[src/rtl/frle_pkg.sv]
package frle_pkg;

  localparam int unsigned AddrBitsDefault = 32;

  localparam int unsigned CfgIdxBits  = 3;
  localparam int unsigned CfgDataBits = 32;

  localparam logic [CfgIdxBits-1:0] CfgBaseAddress  = 3'd0;
  localparam logic [CfgIdxBits-1:0] CfgStartAddress = 3'd1;
  localparam logic [CfgIdxBits-1:0] CfgEndAddress   = 3'd2;
  localparam logic [CfgIdxBits-1:0] CfgLiteralBase  = 3'd3;
  localparam logic [CfgIdxBits-1:0] CfgZeroBase     = 3'd4;
  localparam logic [CfgIdxBits-1:0] CfgNopBase      = 3'd5;

  localparam logic [7:0]  LiteralBaseReset = 8'd0;
  localparam logic [7:0]  ZeroBaseReset    = 8'd128;
  localparam logic [7:0]  NopBaseReset     = 8'd192;
  localparam logic [31:0] NopWord          = 32'h7040_0101;

  typedef enum logic [1:0] {
    ModeStart  = 2'd0,
    ModeByte   = 2'd1,
    ModeFinish = 2'd2,
    ModeIgnore = 2'd3
  } mode_e;

  // literal run bookkeeping carried between items
  typedef struct packed {
    logic [10:0] bytes_left;
    logic [23:0] partial_word;
    logic        error_seen;
  } run_state_t;

  typedef struct packed {
    logic        valid;
    logic [31:0] word_address;
    logic [31:0] word_value;
    logic [30:0] repeat_count;
    logic        last_run;
    logic        format_error;
  } result_t;

endpackage

[src/rtl/frle_if.sv]
interface frle_in_if;
  logic       valid;
  logic       ready;
  logic [1:0] mode;
  logic [7:0] stream_byte;

  modport source (output valid, output mode, output stream_byte, input ready);
  modport sink (input valid, input mode, input stream_byte, output ready);
endinterface

interface frle_out_if;
  logic        valid;
  logic        ready;
  logic [31:0] word_address;
  logic [31:0] word_value;
  logic [30:0] repeat_count;
  logic        last_run;
  logic        format_error;

  modport source (
    output valid, output word_address, output word_value, output repeat_count,
    output last_run, output format_error, input ready
  );
  modport sink (
    input valid, input word_address, input word_value, input repeat_count,
    input last_run, input format_error, output ready
  );
endinterface

[src/rtl/frle_step.sv]
module frle_step import frle_pkg::*; #(
  parameter int unsigned ADDR_BITS = AddrBitsDefault
) (
  input  logic [1:0]           mode_i,
  input  logic [7:0]           stream_byte_i,
  input  logic [ADDR_BITS-1:0] base_address_i,
  input  logic [ADDR_BITS-1:0] start_address_i,
  input  logic [ADDR_BITS-1:0] end_address_i,
  input  logic [7:0]           literal_base_i,
  input  logic [7:0]           zero_base_i,
  input  logic [7:0]           nop_base_i,
  input  logic [ADDR_BITS-1:0] next_address_i,
  input  run_state_t           run_state_i,
  output logic [ADDR_BITS-1:0] next_address_o,
  output run_state_t           run_state_o,
  output result_t              result_o
);

  localparam int unsigned SumBits = (ADDR_BITS + 1 > 33) ? ADDR_BITS + 1 : 33;

  logic [ADDR_BITS-1:0] fill_from;
  logic [ADDR_BITS-1:0] fill_to;
  logic [ADDR_BITS-1:0] fill_diff;
  logic [SumBits-1:0]   fill_sum;
  logic                 fill_active;
  logic [30:0]          fill_count;
  logic [ADDR_BITS-1:0] fill_next;
  logic [8:0]           op_len;
  logic [7:0]           op_base;
  logic [ADDR_BITS-1:0] run_next;
  logic [31:0]          cur_address;

  // one fill unit shared by start and finish
  always_comb begin
    fill_from   = (mode_i == ModeStart) ? base_address_i : next_address_i;
    fill_to     = (mode_i == ModeStart) ? start_address_i : end_address_i;
    fill_active = fill_to > fill_from;
    fill_diff   = fill_to - fill_from;
    fill_sum    = SumBits'(fill_diff) + SumBits'(3);
    fill_count  = fill_active ? fill_sum[32:2] : 31'd0;
    fill_next   = fill_active ? fill_from + (fill_sum[ADDR_BITS-1:0] & ~ADDR_BITS'(3))
                              : fill_from;
  end

  // run length of an opcode against the base of its class
  always_comb begin
    if (stream_byte_i < zero_base_i) begin
      op_base = literal_base_i;
    end else if (stream_byte_i < nop_base_i) begin
      op_base = zero_base_i;
    end else begin
      op_base = nop_base_i;
    end
    op_len   = {1'b0, stream_byte_i} - {1'b0, op_base} + 9'd1;
    run_next = next_address_i + {{(ADDR_BITS-11){1'b0}}, op_len, 2'b00};
  end

  assign cur_address = 32'(next_address_i);

  always_comb begin
    next_address_o = next_address_i;
    run_state_o    = run_state_i;
    result_o       = '0;
    case (mode_i)
      ModeStart: begin
        result_o.valid        = 1'b1;
        result_o.word_address = 32'(base_address_i);
        result_o.repeat_count = fill_count;
        next_address_o        = fill_next;
        run_state_o           = '0;
      end
      ModeFinish: begin
        result_o.valid        = 1'b1;
        result_o.word_address = cur_address;
        result_o.repeat_count = fill_count;
        result_o.last_run     = 1'b1;
        result_o.format_error = run_state_i.error_seen || (run_state_i.bytes_left != '0);
        next_address_o        = fill_next;
        run_state_o           = '0;
      end
      ModeByte: begin
        if (run_state_i.bytes_left != '0) begin
          run_state_o.bytes_left = run_state_i.bytes_left - 11'd1;
          if (run_state_i.bytes_left[1:0] == 2'b01) begin
            // last byte of a big-endian literal word
            result_o.valid         = 1'b1;
            result_o.word_address  = cur_address;
            result_o.word_value    = {run_state_i.partial_word, stream_byte_i};
            result_o.repeat_count  = 31'd1;
            next_address_o         = next_address_i + ADDR_BITS'(4);
            run_state_o.partial_word = '0;
          end else begin
            run_state_o.partial_word = {run_state_i.partial_word[15:0], stream_byte_i};
          end
        end else if (stream_byte_i < zero_base_i) begin
          if (stream_byte_i < literal_base_i) begin
            run_state_o.error_seen = 1'b1;
          end else begin
            run_state_o.bytes_left   = {op_len, 2'b00};
            run_state_o.partial_word = '0;
          end
        end else begin
          result_o.valid        = 1'b1;
          result_o.word_address = cur_address;
          result_o.word_value   = (stream_byte_i < nop_base_i) ? 32'd0 : NopWord;
          result_o.repeat_count = 31'(op_len);
          next_address_o        = run_next;
        end
      end
      default: begin
      end
    endcase
  end

endmodule

[src/rtl/frle_out_reg.sv]
module frle_out_reg import frle_pkg::*; (
  input  logic       clk_i,
  input  logic       rst_ni,
  input  logic       load_i,
  input  result_t    result_i,
  output logic       free_o,
  frle_out_if.source out_if
);

  logic    valid_q;
  logic    valid_d;
  result_t data_q;

  assign free_o  = !valid_q || out_if.ready;
  assign valid_d = (load_i && result_i.valid) ? 1'b1 : (out_if.ready ? 1'b0 : valid_q);

  always_ff @(posedge clk_i or negedge rst_ni) begin
    if (!rst_ni) begin
      valid_q <= 1'b0;
    end else begin
      valid_q <= valid_d;
    end
  end

  always_ff @(posedge clk_i) begin
    if (load_i && result_i.valid) begin
      data_q <= result_i;
    end
  end

  assign out_if.valid        = valid_q;
  assign out_if.word_address = data_q.word_address;
  assign out_if.word_value   = data_q.word_value;
  assign out_if.repeat_count = data_q.repeat_count;
  assign out_if.last_run     = data_q.last_run;
  assign out_if.format_error = data_q.format_error;

endmodule

[src/rtl/firmware_run_length_expander.sv]
// Run-length firmware expander: takes one item per clock (start, coded byte,
// finish or ignore) and gives at most one run per item, in the cycle after it
// is accepted; a run is address, word value and repeat count, where literal
// words come out as runs of one. The input stays ready every cycle unless a
// run is held in the output register and the sink is stalling. The figure is
// set by the next-address loop, which closes through a compare, a subtract, a
// round-up add and an add over ADDR_BITS bits. Configuration must be written
// through cfg_we_i while no item is in flight (not enforced by the block);
// addresses wrap at ADDR_BITS bits; the run address port shows their low 32.
module firmware_run_length_expander import frle_pkg::*; #(
  parameter int unsigned ADDR_BITS = AddrBitsDefault
) (
  input  logic                   clk_i,
  input  logic                   rst_ni,
  input  logic                   cfg_we_i,
  input  logic [CfgIdxBits-1:0]  cfg_idx_i,
  input  logic [CfgDataBits-1:0] cfg_data_i,
  frle_in_if.sink                in_if,
  frle_out_if.source             out_if
);

  logic [31:0] base_address_q;
  logic [31:0] start_address_q;
  logic [31:0] end_address_q;
  logic [7:0]  literal_base_q;
  logic [7:0]  zero_base_q;
  logic [7:0]  nop_base_q;

  logic [ADDR_BITS-1:0] next_address_q;
  logic [ADDR_BITS-1:0] next_address_d;
  run_state_t           run_state_q;
  run_state_t           run_state_d;
  result_t              result;
  logic                 out_free;
  logic                 accept;

  assign in_if.ready = out_free;
  assign accept      = in_if.valid && out_free;

  always_ff @(posedge clk_i or negedge rst_ni) begin
    if (!rst_ni) begin
      base_address_q  <= '0;
      start_address_q <= '0;
      end_address_q   <= '0;
      literal_base_q  <= LiteralBaseReset;
      zero_base_q     <= ZeroBaseReset;
      nop_base_q      <= NopBaseReset;
    end else if (cfg_we_i) begin
      case (cfg_idx_i)
        CfgBaseAddress:  base_address_q  <= cfg_data_i;
        CfgStartAddress: start_address_q <= cfg_data_i;
        CfgEndAddress:   end_address_q   <= cfg_data_i;
        CfgLiteralBase:  literal_base_q  <= cfg_data_i[7:0];
        CfgZeroBase:     zero_base_q     <= cfg_data_i[7:0];
        CfgNopBase:      nop_base_q      <= cfg_data_i[7:0];
        default: begin
        end
      endcase
    end
  end

  always_ff @(posedge clk_i or negedge rst_ni) begin
    if (!rst_ni) begin
      next_address_q <= '0;
      run_state_q    <= '0;
    end else if (accept) begin
      next_address_q <= next_address_d;
      run_state_q    <= run_state_d;
    end
  end

  frle_step #(
    .ADDR_BITS(ADDR_BITS)
  ) u_step (
    .mode_i          (in_if.mode),
    .stream_byte_i   (in_if.stream_byte),
    .base_address_i  (ADDR_BITS'(base_address_q)),
    .start_address_i (ADDR_BITS'(start_address_q)),
    .end_address_i   (ADDR_BITS'(end_address_q)),
    .literal_base_i  (literal_base_q),
    .zero_base_i     (zero_base_q),
    .nop_base_i      (nop_base_q),
    .next_address_i  (next_address_q),
    .run_state_i     (run_state_q),
    .next_address_o  (next_address_d),
    .run_state_o     (run_state_d),
    .result_o        (result)
  );

  frle_out_reg u_out_reg (
    .clk_i    (clk_i),
    .rst_ni   (rst_ni),
    .load_i   (accept),
    .result_i (result),
    .free_o   (out_free),
    .out_if   (out_if)
  );

`ifndef ASSERT_OFF
  a_finish_gives_last: assert property (@(posedge clk_i) disable iff (!rst_ni)
    accept && (in_if.mode == ModeFinish) |=> out_if.valid && out_if.last_run)
    else $error("finish item did not give a last run");

  a_error_only_on_last: assert property (@(posedge clk_i) disable iff (!rst_ni)
    out_if.valid && out_if.format_error |-> out_if.last_run)
    else $error("format error flagged on a run that is not last");

  a_ignored_no_run: assert property (@(posedge clk_i) disable iff (!rst_ni)
    accept && (in_if.mode == ModeIgnore) |=> !out_if.valid)
    else $error("ignored item produced a run");

  a_literal_count_down: assert property (@(posedge clk_i) disable iff (!rst_ni)
    accept && (in_if.mode == ModeByte) && (run_state_q.bytes_left != '0)
    |=> run_state_q.bytes_left == $past(run_state_q.bytes_left) - 11'd1)
    else $error("literal byte count did not step down");
`endif

endmodule

[src/flat_wrapper.sv]
// flat-port wrapper written by rule: the top's interface ports become plain ports
module firmware_run_length_expander_flat import frle_pkg::*;
#(
  parameter int unsigned ADDR_BITS = AddrBitsDefault
)
  (clk_i, rst_ni, cfg_we_i, cfg_idx_i, cfg_data_i, in_if_valid, in_if_mode, in_if_stream_byte, in_if_ready, out_if_valid, out_if_word_address, out_if_word_value, out_if_repeat_count, out_if_last_run, out_if_format_error, out_if_ready);
  frle_in_if in_if_i ();
  frle_out_if out_if_i ();
  input  logic clk_i;
  input  logic rst_ni;
  input  logic cfg_we_i;
  input  logic [CfgIdxBits-1:0] cfg_idx_i;
  input  logic [CfgDataBits-1:0] cfg_data_i;
  input wire logic [$bits(in_if_i.valid)-1:0] in_if_valid;
  input wire logic [$bits(in_if_i.mode)-1:0] in_if_mode;
  input wire logic [$bits(in_if_i.stream_byte)-1:0] in_if_stream_byte;
  output wire logic [$bits(in_if_i.ready)-1:0] in_if_ready;
  output wire logic [$bits(out_if_i.valid)-1:0] out_if_valid;
  output wire logic [$bits(out_if_i.word_address)-1:0] out_if_word_address;
  output wire logic [$bits(out_if_i.word_value)-1:0] out_if_word_value;
  output wire logic [$bits(out_if_i.repeat_count)-1:0] out_if_repeat_count;
  output wire logic [$bits(out_if_i.last_run)-1:0] out_if_last_run;
  output wire logic [$bits(out_if_i.format_error)-1:0] out_if_format_error;
  input wire logic [$bits(out_if_i.ready)-1:0] out_if_ready;
  assign in_if_i.valid = in_if_valid;
  assign in_if_i.mode = in_if_mode;
  assign in_if_i.stream_byte = in_if_stream_byte;
  assign in_if_ready = in_if_i.ready;
  assign out_if_valid = out_if_i.valid;
  assign out_if_word_address = out_if_i.word_address;
  assign out_if_word_value = out_if_i.word_value;
  assign out_if_repeat_count = out_if_i.repeat_count;
  assign out_if_last_run = out_if_i.last_run;
  assign out_if_format_error = out_if_i.format_error;
  assign out_if_i.ready = out_if_ready;
  firmware_run_length_expander #(.ADDR_BITS(ADDR_BITS)) u_core (.clk_i(clk_i), .rst_ni(rst_ni), .cfg_we_i(cfg_we_i), .cfg_idx_i(cfg_idx_i), .cfg_data_i(cfg_data_i), .in_if(in_if_i), .out_if(out_if_i));
endmodule
[config.mk]
export PLATFORM = sky130hd
export DESIGN_NAME = firmware_run_length_expander_flat
export DESIGN_NICKNAME = d
export VERILOG_FILES = /design/src/rtl/frle_pkg.sv /design/src/rtl/frle_if.sv /design/src/rtl/frle_step.sv /design/src/rtl/frle_out_reg.sv /design/src/rtl/firmware_run_length_expander.sv /design/src/flat_wrapper.sv
export SDC_FILE = /design/constraint.sdc
export NUM_CORES = 1
export LEC_CHECK = 0
export BUFFER_PORTS_ARGS = -buffer_cell sky130_fd_sc_hd__buf_2
export CAP_MARGIN = 20
export CORE_AREA = 3 3 212 214
export CTS_CLUSTER_DIAMETER = 120
export CTS_CLUSTER_SIZE = 25
export DETAILED_ROUTE_END_ITERATION = 16
export DIE_AREA = 0 0 215 217
export GPL_ROUTABILITY_DRIVEN = 0
export HOLD_SLACK_MARGIN = 0.1
export PLACE_DENSITY_LB_ADDON = 0.25
export SLEW_MARGIN = 20
export SYNTH_ARGS = -nofsm -noshare
export SYNTH_HDL_FRONTEND = slang
export SYNTH_HIERARCHICAL = 1
export SYNTH_SLANG_ARGS = --single-unit
[constraint.sdc]
create_clock -name clk_i -period 6.6 [get_ports clk_i]
set_input_delay 0.66 -clock clk_i [delete_from_list [all_inputs] [get_ports clk_i]]
set_output_delay 0.66 -clock clk_i [all_outputs]
set_load 0.02 [all_outputs]
==> results.cfg <==
[run_status]
outcome = complete, no violations

[yosys]
synth-seq-cells = 286
netlist_area_um2 = 19400
avgSynthCellArea_um2 = 9.969
synth_top_cell_by_area = dfrtp_1
synth_nets = 2108
yosysTopAreaCellShare_pct = 23.99
synth_edf_count = 97
ys_async_sr_fraction_pct = 66.08
synthCells = 1946
synth-adder-area-share_pct = 7.430
yosysSeqAreaShare_pct = 39.41
synthFlopType = dfrtp_1
synthMuxAreaShare_pct = 13.88
ys_warn_count = 6
synth_top_family_by_area = compound AO/OA/AOI/OAI gates
synthSimpleGateAreaFrac_pct = 14.53
synth_most_common_cell = nand2_1
synth_compound_area_share_pct = 15.20
synth_common_cells = 205 x nand2_1, 186 x dfrtp_1, 155 x mux2_2, 124 x a21oi_1, 121 x nor2_1
synthDistinctLibCells = 95
yosys.area_share.xor_xnor_pct = 5.327
ys_top_cells_by_area = dfrtp_1 24%, edfxtp_1 15%, mux2_2 9.0%, ha_1 7.0%, nand2_1 4.0%

[cts]
cts_buffers = 15
cts_sinks = 286
cts_tree = done
cts_root_buf = clkbuf_16
clk_pin_slew_ns = 0.10
clkLatencyLatePin_ns = 0.53
h-tree-depth = 1
clockBufferDepth = 3

[sta]
slew_violations = 0
period_share_pct = 95.04
setup_viol = 0
final_hold_viol_count = 0
tightest_slew_ns = 1.074
slew_headroom_pct = 28.41
timing.final.crit_period_ns = 6.273
max_freq_mhz = 159.4
finClkSkew_ns = 0.02686

[placement]
dpl.cell_count = 2862
numPortBuffers = 148
placed_area_um2 = 22680
dp_hpwl_um = 43200

[layout]
fillers = 3863
fin_area_um2 = 23290
diodes = 0
layout-drive-gt1-share_pct = 30.76
fin_nets = 2462
fin_cells = 2893
area_growth_pct = 20.05

[die]
start_util_pct = 45.04
chipHeight_um = 217
core-area_um2 = 43080
io_pins = 149
chipWidth_um = 215
std_cell_rows = 76
dieArea_um2 = 46660

[hold_path]
holdCritStartpoint = cfg_data_i[13]
hold_path_class = input port to flip-flop
holdPathStages = 2
hold_path_end = u_core/base_address_q[13]

[worst_setup_path]
cpMaxStageDelayCell = a311o_1
cp-end-kind = flip-flop
cp_common_cell = buf_4
crit_fanout = 16
r2r-end = u_core/next_address_q[28]
cp.required_ns = 7.02
crit_type = input port to flip-flop
startpoint_type = input port
reg2reg_from = u_core/zero_base_q[1]
r2r_setup_slack_ns = 0.42
critPathMaxStageDelay_ns = 0.35
reg2reg_depth = 33
crit_arrival_ns = 6.70

[detailed_routing]
wl_um = 57620
vias = 16331
drc = 0
first_pass_iters = 5
ant_nets = 0
drtIter0Drc = 1453
avgRoutedWirePerCell_um = 19.92
vias_per_cell = 5.645

[grt]
grt_max_degree = 148
grt_pass1_wl_um = 89980
overflow = 0
grt_pass1_vias = 15885
antenna_found_initial = 2
track_usage_pct = 23.95

[power]
p_per_area_nw_per_um2 = 606.2
p_leak_nw = 10.69
ir_drop_v = 0.0002720

[flow_run]
max_cap_viol_count = 0
layout make-up:
| cell class | instances | area [um2] | share of cell area, % |
|---|---|---|---|
| repair buffers | 435 | 2948 | 12.66 |
| flip-flops and latches | 286 | 7646 | 32.83 |
| well taps | 585 | 732.0 | 3.143 |
| clock inverters | 2 | 15.01 | 0.06447 |
| multi-input cells | 1464 | 11170 | 47.98 |
| clock buffers | 23 | 405.4 | 1.741 |
| inverters | 98 | 367.9 | 1.580 |
flip-flops by register name, indices dropped and copies added, names as in the netlist:
| name | cells |
|---|---|
| u_core/zero_base_q | 8 |
| u_core/run_state_q | 36 |
| u_core/end_address_q | 32 |
| u_core/base_address_q | 32 |
| u_core/u_out_reg/out_if.format_error | 1 |
| u_core/literal_base_q | 8 |
| u_core/next_address_q | 32 |
| u_core/nop_base_q | 8 |
| u_core/u_out_reg/out_if.word_value | 32 |
| u_core/u_out_reg/out_if.word_address | 32 |
| u_core/start_address_q | 32 |
| u_core/u_out_reg/out_if.repeat_count | 31 |
| u_core/u_out_reg/out_if.valid | 1 |
| u_core/u_out_reg/out_if.last_run | 1 |
worst max-delay path: cells and delay by family:
| kind | cells | cell delay [ns] |
|---|---|---|
| compound gates | 8 | 1.51 |
| simple gates | 8 | 1.48 |
| buf+inv | 9 | 1.38 |
| mux | 2 | 0.61 |
| xor+xnor | 2 | 0.37 |
| fa+ha+maj | 2 | 0.66 |
logic make-up (layout without fill, tap and decap cells):
logic type,after synthesis,in the layout
mux,232,232
simple gates,562,562
flops,286,286
xor+xnor,118,118
fa+ha+maj,113,113
compound gates,439,439
buf+inv,196,558
repair_timing:
action                     4_1_cts  5_1_grt
buffers inserted                 0        5
setup endpoints to repair        0       15
hold endpoints to repair        42        0
hold buffers                     1        0
gates resized for setup          0       29
placed cells by master, fill, tap and decap left out, types with 6 or more instances in the layout:
cell type	Yosys	routed
buf_4	4	282
nand2_1	205	203
dfrtp_1	186	186
mux2_2	155	154
buf_2	13	147
nor2_1	121	119
a21oi_1	124	119
ha_1	108	107
edfxtp_1	97	97
inv_1	96	94
xnor2_1	77	73
o21ai_0	65	59
and3_1	42	42
xor2_1	41	40
mux2i_1	38	37
a21o_1	36	36
a22o_1	34	34
mux2_4	31	32
nand3_1	31	31
a22oi_1	30	29
nor3_1	27	25
and2_1	24	23
nand2b_1	22	22
a211oi_1	20	18
nor2b_1	18	17
clkbuf_16	0	15
o21ai_1	6	12
o21bai_1	13	12
nand4_1	11	11
o21a_1	11	11
a31oi_1	11	10
or3_1	10	10
o22ai_1	9	9
clkbuf_1	70	8
o211ai_1	8	8
mux2_1	7	7
and4_1	6	6
a311oi_1	7	6
stage by stage:
| stage | setup TNS (ns) | setup slack (ns) | total power [mW] | hold slack [ns] | util [%] |
|---|---|---|---|---|---|
| final | 0 | 0.3272 | 14.12 | 0.3830 | 54.06 |
| after global routing | -0.002215 | -0.001734 | 15.16 | 0.3769 | 54.06 |
| after CTS | 0 | 0.08711 | 13.76 | 0.3673 | 53.64 |
| after detailed placement | -3.806 | -0.4899 | 12.67 | 0.4928 | 52.64 |
| after global placement | -1.417 | -0.2761 | 12.45 | 0.4810 | 52.64 |
| after floorplan | -2.569 | -0.5019 | 8.569 | 0.3644 | - |
routing by layer:
metal,track usage [%],vias to the layer above,wire length (um)
met1,36.64,8005,27650
met5,0,-,0
met4,4.560,0,1022
li1,-,7727,-
met2,36.60,539,25030
met3,3.142,60,3917
power breakdown:
part	internal (mW)	switching, mW
clock network	0.435	0.597
registers	2.34	0.426
logic	4.87	5.45
worst max path at each step:
| stage | start | endpoint | depth (start not counted) |
|---|---|---|---|
| floorplan | in_if_mode[1] | u_core/next_address_q[31] | 36 |
| global placement | in_if_mode[0] | u_core/next_address_q[28] | 29 |
| detailed placement | in_if_mode[0] | u_core/next_address_q[28] | 29 |
| CTS | in_if_mode[0] | u_core/next_address_q[28] | 29 |
| global route | u_core/nop_base_q[1] | u_core/next_address_q[22] | 38 |
| finish | in_if_mode[1] | u_core/next_address_q[27] | 31 |
(Power assumes the default switching activity.)
